**src/qwt_pkg.sv**
```systemverilog
package qwt_pkg;

  localparam int WORD_CAPACITY = 32;
  localparam int WORD_SLOTS    = 16;
  localparam int MAX_RESULTS   = 32;

  localparam logic [7:0] CHAR_SQUOTE = 8'h27;
  localparam logic [7:0] CHAR_DQUOTE = 8'h22;
  localparam logic [7:0] CHAR_NUL    = 8'h00;
  localparam logic [7:0] CHAR_SPACE  = 8'h20;
  localparam logic [7:0] CHAR_TAB    = 8'h09;
  localparam logic [7:0] CHAR_CR     = 8'h0D;

  localparam int IN_DATA_W  = 8;
  localparam int OUT_DATA_W = 16;

  function automatic logic is_blank(input logic [7:0] c);
    is_blank = (c == CHAR_SPACE) || (c >= CHAR_TAB && c <= CHAR_CR);
  endfunction

  function automatic logic is_quote(input logic [7:0] c);
    is_quote = (c == CHAR_SQUOTE) || (c == CHAR_DQUOTE);
  endfunction

endpackage

```
**src/quoted_word_tokenizer_unit.sv**
```systemverilog
// Channel  | Dir | Beat contents
// s_axis   | in  | tdata[7:0] byte_in
// m_axis   | out | tdata: char_out, word_index, word_end, command_end, word_truncated,
//          |     | words_dropped; tuser: has_char; tlast: run_last
//
// A byte that yields no result is accepted without leaving the idle state. A byte that closes a word
// of n emitted characters passes through the accepting state and a word store read state, then
// yields one character per cycle from the word store read port.
// A marker beat is emitted from the marker state once the closing byte is accepted.
// The input is held off while a word drains; stalls on m_axis hold the drain in place.
// Reset is asynchronous and leaves the block outside any word with an empty command.
module quoted_word_tokenizer_unit #(
  parameter int WORD_CAPACITY = qwt_pkg::WORD_CAPACITY,
  parameter int WORD_SLOTS    = qwt_pkg::WORD_SLOTS
) (
  input  logic                            clk_i,
  input  logic                            rst_ni,
  input  logic                            s_axis_tvalid_i,
  output logic                            s_axis_tready_o,
  // [7:0] byte_in
  input  logic [qwt_pkg::IN_DATA_W-1:0]   s_axis_tdata_i,
  output logic                            m_axis_tvalid_o,
  input  logic                            m_axis_tready_i,
  // [7:0] char_out, [11:8] word_index, [12] word_end, [13] command_end,
  // [14] word_truncated, [15] words_dropped
  output logic [qwt_pkg::OUT_DATA_W-1:0]  m_axis_tdata_o,
  // [0] has_char
  output logic                            m_axis_tuser_o,
  output logic                            m_axis_tlast_o
);

  localparam int LW = $clog2(WORD_CAPACITY + 1);
  localparam int AW = $clog2(WORD_CAPACITY);
  localparam int CW = $clog2(WORD_SLOTS);
  localparam int MaxRes = (qwt_pkg::MAX_RESULTS < WORD_CAPACITY) ?
                          qwt_pkg::MAX_RESULTS : WORD_CAPACITY;
  localparam logic [LW-1:0] MaxResL  = LW'(MaxRes);
  localparam logic [LW-1:0] CapL     = LW'(WORD_CAPACITY);
  localparam logic [CW-1:0] LastSlot = CW'(WORD_SLOTS - 1);

  localparam logic [1:0] MODE_OUT  = 2'd0;
  localparam logic [1:0] MODE_WORD = 2'd1;
  localparam logic [1:0] MODE_SQ   = 2'd2;
  localparam logic [1:0] MODE_DQ   = 2'd3;

  localparam logic [1:0] ST_IDLE = 2'd0;
  localparam logic [1:0] ST_RD   = 2'd1;
  localparam logic [1:0] ST_EMIT = 2'd2;
  localparam logic [1:0] ST_MARK = 2'd3;

  logic [7:0] word_mem [WORD_CAPACITY];
  logic [7:0] rd_data_q;
  logic       rd_en;
  logic [AW-1:0] rd_addr;
  logic       wr_en;

  logic [1:0]    state_q, state_d;
  logic [1:0]    mode_q, mode_d;
  logic [LW-1:0] len_q, len_d;
  logic [7:0]    first_q, first_d;
  logic [7:0]    final_q, final_d;
  logic          ovf_q, ovf_d;
  logic [CW-1:0] count_q, count_d;
  logic          dropped_q, dropped_d;

  logic [AW-1:0] ptr_q, ptr_d;
  logic [AW-1:0] last_q, last_d;
  logic [3:0]    idx_q, idx_d;
  logic          trunc_q, trunc_d;
  logic          cmd_q, cmd_d;
  logic          drop_q, drop_d;
  logic          mwend_q, mwend_d;

  localparam int OUT_DATA_W_L = qwt_pkg::OUT_DATA_W;
  logic          out_valid_q;
  logic [OUT_DATA_W_L-1:0] out_data_q, out_data_d;
  logic          out_user_q, out_user_d;
  logic          out_last_q, out_last_d;
  logic          out_load;
  logic          out_free;

  logic          in_beat;
  logic [7:0]    b;
  logic          blank;
  logic          term;
  logic          finish;
  logic          full;
  logic          strip;
  logic [LW-1:0] lo, hi, cnt, hi_lim, hi_m1;
  logic [CW+3:0] count_ext;
  logic          at_last;

  assign out_free        = !out_valid_q || m_axis_tready_i;
  assign s_axis_tready_o = (state_q == ST_IDLE);
  assign in_beat         = s_axis_tvalid_i && s_axis_tready_o;
  assign b               = s_axis_tdata_i;
  assign blank           = qwt_pkg::is_blank(b);
  assign term            = (b == qwt_pkg::CHAR_NUL);
  assign finish          = (term && mode_q != MODE_OUT) || (mode_q == MODE_WORD && blank && !term);
  assign full            = (count_q >= LastSlot);
  assign count_ext       = {4'b0, count_q};
  assign at_last         = (ptr_q == last_q);

  // Outer quote stripping is decided from the first and final characters held
  // in registers, so no store read is needed to size the run.
  always_comb begin
    strip  = (ovf_q || len_q >= LW'(2)) && qwt_pkg::is_quote(first_q) && (first_q == final_q);
    lo     = strip ? LW'(1) : LW'(0);
    hi     = len_q - ((strip && !ovf_q) ? LW'(1) : LW'(0));
    cnt    = hi - lo;
    hi_lim = (cnt > MaxResL) ? lo + MaxResL : hi;
    hi_m1  = hi_lim - LW'(1);
  end

  always_comb begin
    state_d   = state_q;
    mode_d    = mode_q;
    len_d     = len_q;
    first_d   = first_q;
    final_d   = final_q;
    ovf_d     = ovf_q;
    count_d   = count_q;
    dropped_d = dropped_q;
    ptr_d     = ptr_q;
    last_d    = last_q;
    idx_d     = idx_q;
    trunc_d   = trunc_q;
    cmd_d     = cmd_q;
    drop_d    = drop_q;
    mwend_d   = mwend_q;
    wr_en     = 1'b0;
    rd_en     = 1'b0;
    rd_addr   = ptr_q;
    out_load  = 1'b0;
    out_data_d = out_data_q;
    out_user_d = out_user_q;
    out_last_d = out_last_q;

    case (state_q)
      ST_IDLE: begin
        if (in_beat) begin
          if (finish) begin
            ptr_d   = lo[AW-1:0];
            last_d  = hi_m1[AW-1:0];
            idx_d   = count_ext[3:0];
            trunc_d = ovf_q;
            cmd_d   = term;
            drop_d  = dropped_q || full;
            mwend_d = 1'b1;
            if (full) begin
              dropped_d = 1'b1;
              state_d   = term ? ST_MARK : ST_IDLE;
              idx_d     = 4'd0;
              trunc_d   = 1'b0;
              mwend_d   = 1'b0;
            end else begin
              count_d = count_q + CW'(1);
              state_d = (cnt == LW'(0)) ? ST_MARK : ST_RD;
            end
            mode_d  = MODE_OUT;
            len_d   = '0;
            final_d = 8'h00;
            ovf_d   = 1'b0;
          end else if (term) begin
            ptr_d   = '0;
            last_d  = '0;
            idx_d   = 4'd0;
            trunc_d = 1'b0;
            cmd_d   = 1'b1;
            drop_d  = dropped_q;
            mwend_d = 1'b0;
            state_d = ST_MARK;
          end else if (!(mode_q == MODE_OUT && blank)) begin
            // Append the byte; a fresh word restarts the store at entry zero.
            if (mode_q == MODE_OUT) begin
              len_d   = LW'(1);
              ovf_d   = 1'b0;
              first_d = b;
              wr_en   = 1'b1;
            end else if (len_q < CapL) begin
              len_d = len_q + LW'(1);
              wr_en = 1'b1;
            end else begin
              ovf_d = 1'b1;
            end
            final_d = b;
            case (mode_q)
              MODE_OUT, MODE_WORD: begin
                if (b == qwt_pkg::CHAR_SQUOTE)      mode_d = MODE_SQ;
                else if (b == qwt_pkg::CHAR_DQUOTE) mode_d = MODE_DQ;
                else                                mode_d = MODE_WORD;
              end
              MODE_SQ: begin
                if (b == qwt_pkg::CHAR_SQUOTE) mode_d = MODE_WORD;
              end
              default: begin
                if (b == qwt_pkg::CHAR_DQUOTE) mode_d = MODE_WORD;
              end
            endcase
          end
          if (term) begin
            mode_d    = MODE_OUT;
            len_d     = '0;
            final_d   = 8'h00;
            ovf_d     = 1'b0;
            count_d   = '0;
            dropped_d = 1'b0;
          end
        end
      end
      ST_RD: begin
        rd_en   = 1'b1;
        rd_addr = ptr_q;
        state_d = ST_EMIT;
      end
      ST_EMIT: begin
        if (out_free) begin
          out_load   = 1'b1;
          out_data_d = {drop_q && cmd_q && at_last, trunc_q, cmd_q && at_last, at_last,
                        idx_q, rd_data_q};
          out_user_d = 1'b1;
          out_last_d = at_last;
          if (at_last) begin
            state_d = ST_IDLE;
          end else begin
            ptr_d   = ptr_q + AW'(1);
            rd_en   = 1'b1;
            rd_addr = ptr_q + AW'(1);
          end
        end
      end
      default: begin
        if (out_free) begin
          out_load   = 1'b1;
          out_data_d = {drop_q && cmd_q, trunc_q, cmd_q, mwend_q, idx_q, 8'h00};
          out_user_d = 1'b0;
          out_last_d = 1'b1;
          state_d    = ST_IDLE;
        end
      end
    endcase
  end

  always_ff @(posedge clk_i) begin
    if (wr_en) begin
      word_mem[len_q[AW-1:0]] <= b;
    end
  end

  always_ff @(posedge clk_i) begin
    if (rd_en) begin
      rd_data_q <= word_mem[rd_addr];
    end
  end

  always_ff @(posedge clk_i or negedge rst_ni) begin
    if (!rst_ni) begin
      state_q     <= ST_IDLE;
      mode_q      <= MODE_OUT;
      len_q       <= '0;
      first_q     <= 8'h00;
      final_q     <= 8'h00;
      ovf_q       <= 1'b0;
      count_q     <= '0;
      dropped_q   <= 1'b0;
      out_valid_q <= 1'b0;
    end else begin
      state_q   <= state_d;
      mode_q    <= mode_d;
      len_q     <= len_d;
      first_q   <= first_d;
      final_q   <= final_d;
      ovf_q     <= ovf_d;
      count_q   <= count_d;
      dropped_q <= dropped_d;
      if (out_load) begin
        out_valid_q <= 1'b1;
      end else if (m_axis_tready_i) begin
        out_valid_q <= 1'b0;
      end
    end
  end

  always_ff @(posedge clk_i) begin
    ptr_q      <= ptr_d;
    last_q     <= last_d;
    idx_q      <= idx_d;
    trunc_q    <= trunc_d;
    cmd_q      <= cmd_d;
    drop_q     <= drop_d;
    mwend_q    <= mwend_d;
    out_data_q <= out_data_d;
    out_user_q <= out_user_d;
    out_last_q <= out_last_d;
  end

  assign m_axis_tvalid_o = out_valid_q;
  assign m_axis_tdata_o  = out_data_q;
  assign m_axis_tuser_o  = out_user_q;
  assign m_axis_tlast_o  = out_last_q;

  // A terminator always produces at least one result beat.
  a_term_emits: assert property (@(posedge clk_i) disable iff (!rst_ni)
    (in_beat && term) |=> (state_q != ST_IDLE))
    else $error("terminator accepted without a pending result");

  a_ptr_in_run: assert property (@(posedge clk_i) disable iff (!rst_ni)
    (state_q == ST_EMIT) |-> (ptr_q <= last_q))
    else $error("emit pointer ran past the last character");

  a_len_bound: assert property (@(posedge clk_i) disable iff (!rst_ni)
    len_q <= CapL)
    else $error("stored length exceeds word capacity");

  a_cmd_end_last: assert property (@(posedge clk_i) disable iff (!rst_ni)
    (out_valid_q && out_data_q[13]) |-> out_last_q)
    else $error("command end beat is not the last of its run");

endmodule
```
**config.mk**
```make
export PLATFORM = sky130hd
export DESIGN_NAME = quoted_word_tokenizer_unit
export DESIGN_NICKNAME = d
export VERILOG_FILES = /design/src/qwt_pkg.sv /design/src/quoted_word_tokenizer_unit.sv
export SDC_FILE = /design/constraint.sdc
export NUM_CORES = 1
export LEC_CHECK = 0
export ABC_AREA = 1
export BUFFER_PORTS_ARGS = -buffer_cell sky130_fd_sc_hd__buf_2
export CAP_MARGIN = 5
export CORE_MARGIN = 4
export CORE_UTILIZATION = 50
export CTS_BUF_LIST = sky130_fd_sc_hd__clkbuf_4
export CTS_CLUSTER_DIAMETER = 40
export DETAILED_ROUTE_END_ITERATION = 16
export PLACE_DENSITY = 0.65
export SLEW_MARGIN = 20
export SYNTH_ARGS = -nofsm -noshare
export SYNTH_HDL_FRONTEND = slang
export SYNTH_SLANG_ARGS = --single-unit
```
**constraint.sdc**
```tcl
create_clock -name clk_i -period 4.8 [get_ports clk_i]
set_clock_uncertainty 0.2 [all_clocks]
set_input_delay 0.96 -clock clk_i [delete_from_list [all_inputs] [get_ports clk_i]]
set_output_delay 0.96 -clock clk_i [all_outputs]
set_load 0.02 [all_outputs]
```
==> Implementation_results.wiki <==
{| class="wikitable"
! Metric !! Value
|-
| Status || finished clean
|-
| Launching element type of the critical path || flop
|-
| Commonest cells after routing, fill and taps aside || 300 x sky130_fd_sc_hd__edfxtp_1, 298 x sky130_fd_sc_hd__nand3_1, 279 x sky130_fd_sc_hd__nand2_1
|-
| Crit Path Category || reg -> reg
|-
| Accumulated negative setup slack || 0 ns
|-
| Total power density per cell area || between 500 and 600 nW/um^2
|-
| Post-Synth Simple-Gate Area || 0.232
|-
| Highest clock frequency the design can meet || 250 MHz
|-
| Initial antenna violation count || 2
|-
| Biggest area contributors in the synthesized netlist || sky130_fd_sc_hd__edfxtp_1 59%, sky130_fd_sc_hd__nand3_1 9.8%, sky130_fd_sc_hd__nand2_1 6.9%, sky130_fd_sc_hd__inv_1 5.7%, sky130_fd_sc_hd__dfrtp_1 5.4%
|-
| Asr flop ratio synth || 0.0991
|-
| Worst setup EP type || flop
|-
| Number of cells on the worst reg-to-reg path || 19
|-
| Min Clock Period, post-route || approximately 4 ns
|-
| Count of warnings emitted by yosys || 0
|-
| TritonCTS clock tree || done
|-
| Post-detailed-route via-to-cell ratio || about 5.3
|-
| Compound-gate portion of the synthesized area || 0.0277
|-
| Clock slew seen by the registers of the worst setup and hold paths || about 0.070 ns
|-
| Area of the mapped netlist || 15300 sq um
|-
| DRT antenna net count || 0
|-
| Count of endpoints failing hold in the final timing report || 0
|-
| Synthesis-stage register bit count || 333
|-
| Worst Tran Pin Value || 0.923 ns
|-
| Sequential-to-total area share from yosys stat || 0.644
|-
| Gr usage total || 0.226
|-
| Floorplan die height || between 150 and 200 um
|-
| Final Core Density || 0.571
|-
| Starting utilization of the core area || 0.511
|-
| Max-Cap Viols || 0
|-
| H-tree Lvls || 3
|-
| Largest vdd supply drop || ~0.40 mV
|-
| Max-Slew Margin vs Limit || 0.382
|-
| Routed length per instance || 18.4 um
|-
| # rows || 63
|-
| Area share of xor/xnor cells in the synthesized design || 0.00459
|-
| Number of synthesized flops with an enable pin || 300
|-
| Number of standard cells in the layout, taps in and fillers out || between 2000 and 2500
|-
| Library cells used by synthesis || 43
|-
| Startpoint of the worst setup timing path || len_q[0]$_DFFE_PN0P_
|-
| Proportion of layout cells with a drive suffix above 1 || 0.144
|-
| Area share of the leading cell type in the synthesized netlist || 0.590
|-
| Maximum net fanout on the critical path || 5
|-
| Final non-filler cell area || around 17000 sq um
|-
| IO Port Bufs || 31
|-
| Drt first pass iters || 7
|-
| Horizontal extent of the die || between 150 and 200 um
|-
| Clock buffer count from CTS || slightly below 90
|-
| Vias after detailed routing || ~11000
|-
| Largest family of logic cells by synthesized area || simple AND/OR/NAND/NOR gates
|-
| Worst min path class || in -> async
|-
| Post-synthesis area per instance || a little over 10 sq um
|-
| Cell Area, Placed || between 15000 and 20000 sq um
|-
| Endpoints failing setup || 0
|-
| Post-layout total power || approximately 10 mW
|-
| Post-synthesis mux area share || 0
|-
| Most common cell after layout, fill and taps aside || sky130_fd_sc_hd__edfxtp_1
|-
| Clk_lat worst skew || approximately 0.70 ns
|-
| Critical Path AT || approximately 4.4 ns
|-
| Top FF cell, synth || sky130_fd_sc_hd__edfxtp_1
|-
| Required time reported for the critical path endpoint || a little over 5 ns
|-
| Post-synthesis adder-cell area fraction || 0.0106
|-
| Wire length of the first global-routing pass || between 50 and 60 mm
|-
| Max-slew violation count || 0
|-
| R2R setup slack || 0.80 ns
|-
| Maximum number of pins on one net before global-route repair || between 100 and 150
|-
| Capture instance of the worst register-to-register path || last_q[2]$_SDFFCE_PN0P_
|-
| Total global routing overflow || 0
|-
| Clock tree root driver cell || sky130_fd_sc_hd__clkbuf_4
|-
| Post-DP HPWL || 22.9 mm
|-
| Routability cong. || 0.844
|-
| Mapped Nets || 1514
|-
| RSZ-0062 raised after global routing || no
|-
| Cells after Synth || approximately 1500
|-
| Number of placed instances, taps included || roughly 1900
|-
| Cts-stage hold buffer count || 0
|-
| Vias in the first global route || roughly 11000
|-
| Total setup buffers inserted after CTS || 0
|-
| Post-route clock period utilization || 0.834
|-
| Area growth from synthesis to final layout || 11.7%
|-
| Area enclosed by the die boundary || between 30000 and 40000 sq um
|-
| Largest area contributor in the synthesized netlist || sky130_fd_sc_hd__edfxtp_1
|-
| Clock Sinks || ~330
|-
| # IOs || 32
|-
| DRT iter0 DRCs || about 1100
|-
| Placeable core region || between 20000 and 30000 sq um
|-
| Leakage component of the power || between 7 and 8 nW
|-
| Max Buffers Root-to-Sink || 3
|-
| Total DRC errors in the routed layout || 0
|-
| Origin of the critical flop-to-flop path || len_q[0]$_DFFE_PN0P_
|-
| Resize count post-CTS || 0
|-
| Total number of nets in the final design || between 1500 and 2000
|-
| Routed Wire Length || approximately 37 mm
|}
## cell type report
class,instances,area [sq um]
sequential,333,9830
clock inverter,30,199
clock buffer,124,931
inverter,244,917
multi-input combinational,846,4230
fill,2595,12800
timing repair buffer,65,460
antenna,1,2.50
tap,390,488
## worst max-delay path, stage by stage, from the launching register on
cell and delay, ns:
sky130_fd_sc_hd__dfrtp_1 0.39, sky130_fd_sc_hd__inv_1 0.11, sky130_fd_sc_hd__ha_1 0.24, sky130_fd_sc_hd__nor4_1 0.35
sky130_fd_sc_hd__a21oi_1 0.11, sky130_fd_sc_hd__nand3_1 0.13, sky130_fd_sc_hd__nor2_1 0.06, sky130_fd_sc_hd__ha_1 0.21
sky130_fd_sc_hd__ha_1 0.22, sky130_fd_sc_hd__xnor2_1 0.26, sky130_fd_sc_hd__nand3_1 0.15, sky130_fd_sc_hd__nor2_1 0.15
sky130_fd_sc_hd__nand2_1 0.08, sky130_fd_sc_hd__xor2_1 0.17, sky130_fd_sc_hd__nand2_2 0.10, sky130_fd_sc_hd__inv_2 0.05
sky130_fd_sc_hd__or2_2 0.28, sky130_fd_sc_hd__ha_1 0.21, sky130_fd_sc_hd__or2_1 0.23, sky130_fd_sc_hd__a21oi_1 0.15
## worst max-delay path by stage
| stage | cells after the start | endpoint | slack, ns |
|---|---|---|---|
| 4_1_cts | 19 | last_q[2]$_SDFFCE_PN0P_ | 0.82 |
| 3_5_place_dp | 19 | last_q[2]$_SDFFCE_PN0P_ | 0.79 |
| 6_report | 19 | last_q[2]$_SDFFCE_PN0P_ | 0.80 |
| 3_3_place_gp | 19 | last_q[2]$_SDFFCE_PN0P_ | 0.80 |
| 5_1_grt | 19 | last_q[2]$_SDFFCE_PN0P_ | 0.49 |
| 2_1_floorplan | 19 | last_q[2]$_SDFFCE_PN0P_ | 1.29 |
## per-stage QoR
| stage | worst slack (ns) | hold slack, ns |
|---|---|---|
| after global routing | 0.492 | 0.154 |
| after floorplan | 1.29 | 0.200 |
| after global placement | 0.800 | 0.212 |
| final | 0.797 | 0.154 |
| after detailed placement | 0.795 | 0.205 |
| after CTS | 0.815 | 0.129 |
## flip-flops by register name, indices dropped and copies added, names as in the netlist, 2 cells and up
signal,cells
len_q,6
m_axis_tdata_o,16
mode_q,2
final_q,8
first_q,8
ptr_q,5
state_q,2
word_mem,256
idx_q,4
rd_data_q,8
last_q,5
count_q,4
## logic make-up (layout without fill, tap and decap cells)
| group | after synthesis | in the layout |
|---|---|---|
| adders and majority gates | 13 | 13 |
| xor gates and xnor gates | 8 | 8 |
| and+or+nand+nor | 757 | 757 |
| DFF | 333 | 333 |
| other | 0 | 1 |
| buffers and inverters | 310 | 463 |
| AOI/OAI and AO/OA | 68 | 68 |
## where the power goes
group / leakage, nW / switching (mW) / internal [mW] / total (mW)
Combinational: 3.46 / 2.89 / 1.20 / 4.09
Clock: 0.666 / 1.13 / 1.35 / 2.48
Sequential: 3.14 / 0.133 / 3.50 / 3.63
Total: 7.26 / 4.15 / 6.05 / 10.2
## routing by layer
layer  global-route usage  share of wire  vias up
met5                    0              0        -
met4               0.0924          0.034        0
met3               0.0422          0.067       70
met2                0.365           0.47      383
met1                0.307           0.43     5119
li1                     -              -     5234
## cells in the mapped netlist (4+ instances only)
library cell               instances
sky130_fd_sc_hd__xor2_1            6
sky130_fd_sc_hd__buf_2            45
sky130_fd_sc_hd__nand3_1         298
sky130_fd_sc_hd__inv_1           232
sky130_fd_sc_hd__edfxtp_1        300
sky130_fd_sc_hd__ha_1             13
sky130_fd_sc_hd__nor2_1           81
sky130_fd_sc_hd__o22ai_1           7
sky130_fd_sc_hd__buf_4             7
sky130_fd_sc_hd__nor3_1            4
sky130_fd_sc_hd__a21oi_1          13
sky130_fd_sc_hd__nand3b_1         64
sky130_fd_sc_hd__buf_1            12
sky130_fd_sc_hd__nand4_1           5
sky130_fd_sc_hd__nand2_2          11
sky130_fd_sc_hd__nand2_1         282
sky130_fd_sc_hd__inv_2             9
sky130_fd_sc_hd__o21ai_0          30
sky130_fd_sc_hd__dfrtp_1          33
(Power assumes the default switching activity.)
